<file path="src/hdl/anf_pkg.sv">
// anf_pkg: shared constants and types for the audio noise floor tracker
// no dependencies; imported by anf_hist, audio_noise_floor_tracker_top and anf_chk

package anf_pkg;

	// fixed field widths
	localparam int unsigned SAMPLE_W = 24;
	localparam int unsigned FLOOR_W  = 23;
	localparam int unsigned OUT_W    = 23;

	// reset values
	localparam logic [FLOOR_W-1:0] FLOOR_RESET = 23'd150;
	localparam int unsigned HIST_RESET = 200;
	// bits needed to hold the history reset value
	localparam int unsigned HIST_MIN_W = 8;

	// threshold = floor(floor(m/2) * THR_NUM / DIV_BY)
	localparam int unsigned THR_NUM = 6;
	localparam int unsigned DIV_BY  = 5;

	// control from the sequencer to the history store
	typedef struct packed {
		logic wr_en;
		logic rd_en;
	} hist_ctl_t;

endpackage

</file>
<file path="src/hdl/anf_hist.sv">
// anf_hist: block peak history store, one write and one registered read port
// depends on anf_pkg (hist_ctl_t, HIST_RESET); entries not yet written read as reset value

module anf_hist #(
	parameter int unsigned DEPTH = 8,
	parameter int unsigned WIDTH = 24
) (
	input  logic                      clk,
	input  logic                      arst_n,
	input  anf_pkg::hist_ctl_t        ctl,
	input  logic [$clog2(DEPTH)-1:0]  waddr,
	input  logic [WIDTH-1:0]          wdata,
	input  logic [$clog2(DEPTH)-1:0]  raddr,
	output logic [WIDTH-1:0]          rdata
);
	import anf_pkg::*;

	logic [WIDTH-1:0] mem_q [DEPTH];
	logic [DEPTH-1:0] valid_q;
	logic [WIDTH-1:0] mem_rd_q;
	logic             vld_rd_q;

	// storage, no reset
	always_ff @(posedge clk) begin
		if (ctl.wr_en) begin
			mem_q[waddr] <= wdata;
		end
		if (ctl.rd_en) begin
			mem_rd_q <= mem_q[raddr];
		end
	end

	// per entry written flags
	always_ff @(posedge clk or negedge arst_n) begin
		if (!arst_n) begin
			valid_q  <= '0;
			vld_rd_q <= 1'b0;
		end else begin
			if (ctl.wr_en) begin
				valid_q[waddr] <= 1'b1;
			end
			if (ctl.rd_en) begin
				vld_rd_q <= valid_q[raddr];
			end
		end
	end

	assign rdata = vld_rd_q ? mem_rd_q : WIDTH'(HIST_RESET);

endmodule

</file>
<file path="src/hdl/audio_noise_floor_tracker_top.sv">
// audio_noise_floor_tracker_top: block peak tracking and noise level update
// handshake: a last beat keeps in_ready low through the history walk, divide, scale and
//   test, longer while an earlier result still waits in the output register; the result
//   is registered and shows on out_valid once the test state loads it
// throughput: one sample per cycle inside a block; block end bound by the history walk
//   (one entry per cycle through one read port), then divide, scale and test
// reset: arst_n clears peak and noise level, history reads 200, floor returns to 150

module audio_noise_floor_tracker_top #(
	parameter int unsigned HIST_DEPTH  = 8,
	parameter int unsigned SAMPLE_BITS = 24
) (
	input  logic                                clk,
	input  logic                                arst_n,
	// configuration
	input  logic                                cfg_we,
	input  logic [anf_pkg::FLOOR_W-1:0]         cfg_wdata,
	// sample beats
	input  logic                                in_valid,
	output logic                                in_ready,
	input  logic signed [anf_pkg::SAMPLE_W-1:0] sample,
	input  logic                                last,
	// result beats
	output logic                                out_valid,
	input  logic                                out_ready,
	output logic [anf_pkg::OUT_W-1:0]           noise_level,
	output logic                                level_changed,
	output logic [anf_pkg::OUT_W-1:0]           block_peak
);
	import anf_pkg::*;

	// magnitude width, history entry width, noise level width
	localparam int unsigned MAG_W = SAMPLE_BITS - 1;
	localparam int unsigned HW    = (MAG_W > HIST_MIN_W) ? MAG_W : HIST_MIN_W;
	localparam int unsigned NW    = (HW > FLOOR_W) ? HW : FLOOR_W;
	// dividend width: floor(m/2) * 6
	localparam int unsigned XW    = NW + 2;
	localparam int unsigned AW    = $clog2(HIST_DEPTH);
	localparam int unsigned CW    = AW + 1;
	localparam int unsigned SW    = HW + $clog2(HIST_DEPTH);
	localparam int unsigned PW    = XW + $clog2(HIST_DEPTH + 1);
	localparam int unsigned CMPW  = (PW > SW) ? PW : SW;
	// rounded-up reciprocal of five, exact for any dividend below 2^XW
	localparam int unsigned DIV_SH  = XW + 3;
	localparam logic [XW:0] DIV_MAG =
		(XW + 1)'(((64'd1 << DIV_SH) + 64'(DIV_BY) - 64'd1) / 64'(DIV_BY));

	typedef enum logic [2:0] {
		S_IDLE,
		S_WALK,
		S_DIV,
		S_MUL,
		S_TEST
	} state_t;

	state_t state_q;

	logic [FLOOR_W-1:0] floor_q;
	logic [MAG_W-1:0]   peak_q;
	logic [MAG_W-1:0]   bpeak_q;
	logic [NW-1:0]      noise_q;
	logic [HW-1:0]      newest_q;
	logic [HW-1:0]      prior_q;
	logic [AW-1:0]      head_q;
	logic [CW-1:0]      cnt_q;
	logic               rd_vld_s1;
	logic [HW-1:0]      hmax_q;
	logic [SW-1:0]      hsum_q;
	logic [NW-1:0]      m_q;
	logic [XW-1:0]      x_q;
	logic [XW-1:0]      quo_q;
	logic [PW-1:0]      prod_q;
	logic               out_valid_q;
	logic [NW-1:0]      out_noise_q;
	logic               out_chg_q;
	logic [MAG_W-1:0]   out_peak_q;

	// sample magnitude, most negative value saturates
	logic signed [SAMPLE_BITS-1:0] sx;
	logic [SAMPLE_BITS-1:0]        ux;
	logic [SAMPLE_BITS-1:0]        nx;
	logic [MAG_W-1:0]              mag;
	logic [MAG_W-1:0]              new_peak;
	logic [HW-1:0]                 peak_h;
	logic                          do_shift;
	logic                          in_beat;
	logic                          blk_end;
	logic [AW-1:0]                 head_inc;
	logic [AW-1:0]                 head_dec;

	assign sx = SAMPLE_BITS'(sample);
	assign ux = sx;
	assign nx = ~ux + SAMPLE_BITS'(1);

	always_comb begin
		if (ux == {1'b1, {MAG_W{1'b0}}}) begin
			mag = {MAG_W{1'b1}};
		end else if (ux[SAMPLE_BITS-1]) begin
			mag = nx[MAG_W-1:0];
		end else begin
			mag = ux[MAG_W-1:0];
		end
	end

	assign new_peak = (mag > peak_q) ? mag : peak_q;
	assign peak_h   = HW'(new_peak);

	assign in_ready = (state_q == S_IDLE);
	assign in_beat  = in_valid && in_ready;
	assign blk_end  = in_beat && last;

	// shift when newest < 2*prior or newest < 2*peak
	assign do_shift = ({1'b0, newest_q} < {prior_q, 1'b0}) ||
	                  ({1'b0, newest_q} < {peak_h, 1'b0});

	assign head_inc = (head_q == AW'(HIST_DEPTH - 1)) ? '0 : head_q + AW'(1);
	assign head_dec = (head_q == '0) ? AW'(HIST_DEPTH - 1) : head_q - AW'(1);

	// history store: circular, head_q points at the oldest entry
	hist_ctl_t        hctl;
	logic [AW-1:0]    hwaddr;
	logic [AW-1:0]    hraddr;
	logic [HW-1:0]    hrdata;
	logic             walk_issue;

	assign walk_issue = (state_q == S_WALK) && (cnt_q != CW'(HIST_DEPTH));
	assign hctl.wr_en = blk_end;
	assign hctl.rd_en = walk_issue;
	// shifting retires the oldest slot, which then takes the new peak
	assign hwaddr     = do_shift ? head_q : head_dec;
	assign hraddr     = cnt_q[AW-1:0];

	anf_hist #(
		.DEPTH (HIST_DEPTH),
		.WIDTH (HW)
	) u_hist (
		.clk    (clk),
		.arst_n (arst_n),
		.ctl    (hctl),
		.waddr  (hwaddr),
		.wdata  (peak_h),
		.raddr  (hraddr),
		.rdata  (hrdata)
	);

	// history max raised to the floor, and floor(m/2)*6
	logic [NW-1:0] hmax_n;
	logic [NW-1:0] floor_n;
	logic [NW-1:0] m_comb;
	logic [XW-1:0] x_comb;

	assign hmax_n  = NW'(hmax_q);
	assign floor_n = NW'(floor_q);
	assign m_comb  = (hmax_n < floor_n) ? floor_n : hmax_n;
	assign x_comb  = XW'(m_comb[NW-1:1]) * XW'(THR_NUM);

	// divide by five as a multiply by the rounded-up reciprocal
	logic [2*XW:0] div_prod;

	assign div_prod = (2 * XW + 1)'(x_q) * (2 * XW + 1)'(DIV_MAG);

	// threshold test: D*floor(x/5) <= sum is the same as floor(x/5) <= floor(sum/D)
	logic test_pass;
	logic out_free;
	logic res_load;

	assign test_pass = (CMPW'(prod_q) <= CMPW'(hsum_q)) && (m_q != noise_q);
	assign out_free  = !out_valid_q || out_ready;
	assign res_load  = (state_q == S_TEST) && out_free;

	always_ff @(posedge clk or negedge arst_n) begin
		if (!arst_n) begin
			state_q     <= S_IDLE;
			floor_q     <= FLOOR_RESET;
			peak_q      <= '0;
			bpeak_q     <= '0;
			noise_q     <= '0;
			newest_q    <= HW'(HIST_RESET);
			prior_q     <= HW'(HIST_RESET);
			head_q      <= '0;
			cnt_q       <= '0;
			rd_vld_s1   <= 1'b0;
			hmax_q      <= '0;
			hsum_q      <= '0;
			m_q         <= '0;
			x_q         <= '0;
			quo_q       <= '0;
			prod_q      <= '0;
			out_valid_q <= 1'b0;
			out_noise_q <= '0;
			out_chg_q   <= 1'b0;
			out_peak_q  <= '0;
		end else begin
			if (cfg_we) begin
				floor_q <= cfg_wdata;
			end
			// result register: load a new beat or drop the delivered one
			if (res_load) begin
				out_valid_q <= 1'b1;
			end else if (out_ready) begin
				out_valid_q <= 1'b0;
			end
			case (state_q)
				S_IDLE: begin
					if (in_beat) begin
						if (last) begin
							// close the block: write the peak, then walk the history
							bpeak_q  <= new_peak;
							peak_q   <= '0;
							newest_q <= peak_h;
							if (do_shift) begin
								prior_q <= newest_q;
								head_q  <= head_inc;
							end
							cnt_q   <= '0;
							hmax_q  <= '0;
							hsum_q  <= '0;
							state_q <= S_WALK;
						end else begin
							peak_q <= new_peak;
						end
					end
				end
				S_WALK: begin
					rd_vld_s1 <= walk_issue;
					if (walk_issue) begin
						cnt_q <= cnt_q + CW'(1);
					end
					if (rd_vld_s1) begin
						hsum_q <= hsum_q + SW'(hrdata);
						if (hrdata > hmax_q) begin
							hmax_q <= hrdata;
						end
					end else if (!walk_issue) begin
						// all entries summed
						m_q     <= m_comb;
						x_q     <= x_comb;
						quo_q   <= '0;
						state_q <= S_DIV;
					end
				end
				S_DIV: begin
					quo_q   <= XW'(div_prod >> DIV_SH);
					state_q <= S_MUL;
				end
				S_MUL: begin
					prod_q  <= PW'(quo_q) * PW'(HIST_DEPTH);
					state_q <= S_TEST;
				end
				S_TEST: begin
					// hold here until the result register is free
					if (out_free) begin
						if (test_pass) begin
							noise_q <= m_q;
						end
						out_noise_q <= test_pass ? m_q : noise_q;
						out_chg_q   <= test_pass;
						out_peak_q  <= bpeak_q;
						state_q     <= S_IDLE;
					end
				end
				default: begin
					state_q <= S_IDLE;
				end
			endcase
		end
	end

	assign out_valid     = out_valid_q;
	assign noise_level   = OUT_W'(out_noise_q);
	assign level_changed = out_chg_q;
	assign block_peak    = OUT_W'(out_peak_q);

endmodule

</file>
<file path="config.mk">
export PLATFORM = sky130hd
export DESIGN_NAME = audio_noise_floor_tracker_top
export DESIGN_NICKNAME = d
export VERILOG_FILES = /design/src/hdl/anf_pkg.sv /design/src/hdl/anf_hist.sv /design/src/hdl/audio_noise_floor_tracker_top.sv
export SDC_FILE = /design/constraint.sdc
export NUM_CORES = 2
export LEC_CHECK = 0
export ABC_AREA = 1
export CORE_MARGIN = 4
export CORE_UTILIZATION = 52
export CTS_CLUSTER_DIAMETER = 80
export DETAILED_ROUTE_END_ITERATION = 7
export DONT_BUFFER_PORTS = 1
export PLACE_DENSITY_LB_ADDON = 0.08
export SYNTH_ARGS = -nofsm -noshare
export SYNTH_HDL_FRONTEND = slang
export SYNTH_SLANG_ARGS = --single-unit
</file>
<file path="constraint.sdc">
create_clock -name clk -period 5.7 [get_ports clk]
set_input_delay 0.57 -clock clk [delete_from_list [all_inputs] [get_ports clk]]
set_output_delay 0.57 -clock clk [all_outputs]
set_load 0.02 [all_outputs]
</file>
==> impl_results.md <==
- Vias per cell: 5.277
- Total CTS buffers: 57
- Share of cells above drive strength 1: between 10% and 20%
- Hpwl dp: 77050 um
- Pre-antenna DRT Iters: 5
- DP Cell Count: between 5000 and 6000
- First-pass GRT wire length: around 160000 um
- Synth Flop Type: dfrtp_1
- Setup TNS: -2.343 ns
- Clock period minus worst slack: 5.907 ns
- Pre-CTS WS: -0.5166 ns
- Mapped Cells: 3977
- Area leader, netlist: dfrtp_1
- Mux share of post-synthesis cell area: less than 1%
- GRT Residual Overflow: 0
- WP data required: 6.19 ns
- Ranking of synthesized cells by area: dfrtp_1 20%, edfxtp_1 17%, ha_1 15%
- Syn_area_per_cell: about 9 um2
- Crit Path Class: register to register
- Crit start category: register
- Post-Synth XOR/XNOR Area: 1.482%
- Seq/Total Area, Yosys: 37.77%
- Final Wtd Congestion: around 0.9
- Routed WL: around 100000 um
- Initial antenna violation count: 0
- Worst slew margin: about 15%
- Final Hold Fails: between 200 and 300
- Setup violations, final: 20
- Core area: around 0.070 mm2
- Skew final: around 0.084 ns
- Area share of the largest cell type after synthesis: 20.08%
- Synth Area in Compound Gates: around 13%
- CTS tree: done
- Diodes inserted: 0
- Total Nets Final: between 5000 and 6000
- Initial core utilization: 52.41%
- # IOs: just over 100
- Die outline height: 273.4 um
- Largest family of logic cells by synthesized area: adder cells
- DR iter-0 viols: between 1500 and 2000
- Fin cells: roughly 5300
- # hold bufs at CTS: 2
- Clk buf depth: 3
- WHS: -0.2968 ns
- Fmax: 0.1693 GHz
- Chip width: 273.4 um
- Netlist Area Pre-Place: approximately 0.037 mm2
- Post-synth ARST share: a little under 60%
- Wire per inst: around 19 um
- Max-Cap Viols: 0
- Final setup margin: -0.2071 ns
- Status: complete, but fails checks
- Synthesized net count: roughly 4700
- EDFF count, synth: 207
- Routed Antenna Nets: 0
- Post-synthesis simple-gate area fraction: a little under an eighth
- DR vias: ~28000
- DRC errors left: 0
- Worst setup EP type: register
- Synthesized flop and latch total: 511
- Pin count of the biggest net entering global routing: a little over 300
- Crit Path Max Fanout: 4
- Gr usage total: between 20 and 30%
- Vias in the first global route: 28029
- Violated checks: hold timing, setup timing
- Clk sinks: a little over 500
- Unique masters post-synth: just under 60
- RSZ-0062 raised after global routing: true
- Yosys warns: 0
- Post-Synth Adder-Cell Area: between 20 and 30%
- Skew-Pair Late Insertion Delay: between 0.6 and 0.7 ns
- Die ar.: between 0.07 and 0.08 mm2
- Clock root buffer: clkbuf_16
- Layout area overhead: 19.04%
- H-tree depth: 2
- Slew Viols, Final: 0
- Worst hold path class: input port to async pin
- I/O Buffers: 0
- Row cnt: just under 100
- Period utilization: 103.6%
- Core Util, Final: between 60 and 70%
- Crit path DAT: between 6 and 7 ns
- Least-Margin Pin Slew: ~1.3 ns
- Clock slew at reported path FFs: roughly 0.06 ns
layout make-up:
type                       instances  area [um2]
fill                            5979       26290
multi-input combinational       2633       20850
sequential                       511       13860
timing repair buffer             364        3005
inverter                         727        2763
clock buffer                      66        1510
tap                              940        1176
clock inverter                    40       451.7
cell usage in the layout (no fill, tap or decap), types with 69 or more instances in the layout:
master,Yosys,routed
dfrtp_1,294,277
o21ai_0,422,374
nand3_1,73,69
ha_1,443,401
edfxtp_1,207,207
buf_4,1,335
nor2_1,313,288
nand2_1,587,563
inv_1,721,673
a21oi_1,197,162
fa_1,223,214
path summary, 6_finish.rpt:
check                                       start                 to  slack [ns]  cells past startpoint
worst max-delay path                       x_q[7]          quo_q[13]       -0.21                     22
worst min-delay path                       arst_n            x_q[22]       -0.30                      0
worst max register to register             x_q[7]          quo_q[13]       -0.21                     22
worst min register to register  u_hist.valid_q[6]  u_hist.valid_q[6]        0.45                      2
max in group asynchronous                  arst_n            x_q[12]        4.95                      0
min in group clk                           cfg_we        floor_n[18]        0.03                      2
flip-flops by register name (all words and copies together) (netlist names):
| name | count |
|---|---|
| block_peak | 23 |
| quo_q | 23 |
| state_q | 3 |
| hsum_q | 26 |
| noise_level | 23 |
| u_hist.valid_q | 8 |
| out_valid | 1 |
| prior_q | 23 |
| u_hist.mem_rd_q | 23 |
| m_q | 23 |
| rd_vld_s1 | 1 |
| bpeak_q | 23 |
| prod_q | 23 |
| head_q | 3 |
| cnt_q | 4 |
| u_hist.vld_rd_q | 1 |
| newest_q | 3 |
| floor_n | 23 |
| level_changed | 1 |
| hmax_n | 23 |
| u_hist.mem_q | 184 |
| x_q | 23 |
| peak_q | 23 |
synthesized netlist by cell type, drive strengths merged (4+ instances only):
master and count:
o211ai 7, clkbuf 91, nand3 76, nand2 602, o2111ai 4, dfstp 10, inv 726, o31ai 5
nor4 10, o21bai 6, a211oi 12, a31oi 35, nand4 22, a21o 7, a21boi 4, nor2 316
mux2 5, a32o 23, o22ai 60, a21oi 199, o221ai 6, or2 6, o21a 12, ha 443
o21ai 447, xnor2 33, nand3b 5, nor3 26, xor2 29, buf 15, dfrtp 294, edfxtp 207
fa 223
routing by layer:
metal  wire length, um  vias to the layer above  global-route usage (%)  part of all wire, %
met2             49870                      522                   47.78                   50
li1                  -                    13776                       -                    -
met4              3427                        0                   8.455                  3.4
met1             43430                    13430                   35.76                   43
met3              3368                      142                   2.393                  3.4
met5                 0                        -                       0                    0
stage by stage:
step	hold slack, ns	instance area (um2)
6_report	-0.2968	43610
5_1_grt	-0.3445	43610
4_1_cts	-0.4234	43170
3_5_place_dp	0.2846	40200
3_3_place_gp	0.3015	40200
2_1_floorplan	0.2744	36700
kinds of logic (layout without fill, tap and decap cells):
kind of cell / Yosys count / in the layout
muxes: 5 / 5
and+or+nand+nor: 1065 / 1065
AOI/OAI and AO/OA: 835 / 835
xor gates and xnor gates: 62 / 62
adders and majority gates: 666 / 666
buffers and inverters: 833 / 1197
DFF: 511 / 511
timing repair:
| item | 4_1_cts | 5_1_grt |
|---|---|---|
| cloned | 0 | 0 |
| endpoints found under the hold margin | 321 | 294 |
| buffers inserted | 19 | 12 |
| setup endpoints to repair | 23 | 212 |
| resized for setup | 210 | 110 |
| pin swaps | 132 | 76 |
worst max-delay path: stages, from the launching register on:
cell,delay [ns]
dfrtp_2,0.46
ha_4,0.29
inv_2,0.05
fa_1,0.58
fa_1,0.47
fa_1,0.54
inv_2,0.04
fa_1,0.48
inv_2,0.04
fa_1,0.58
inv_2,0.06
fa_1,0.56
ha_4,0.22
buf_6,0.13
buf_6,0.12
a31oi_4,0.22
o21ai_2,0.10
a221oi_2,0.24
nand3_2,0.12
buf_4,0.16
a21oi_2,0.12
o21ai_2,0.08
o21ai_0,0.08
Power is not shown: default switching activity piles up to over one toggle a cycle in this logic, so the estimate is an artifact.
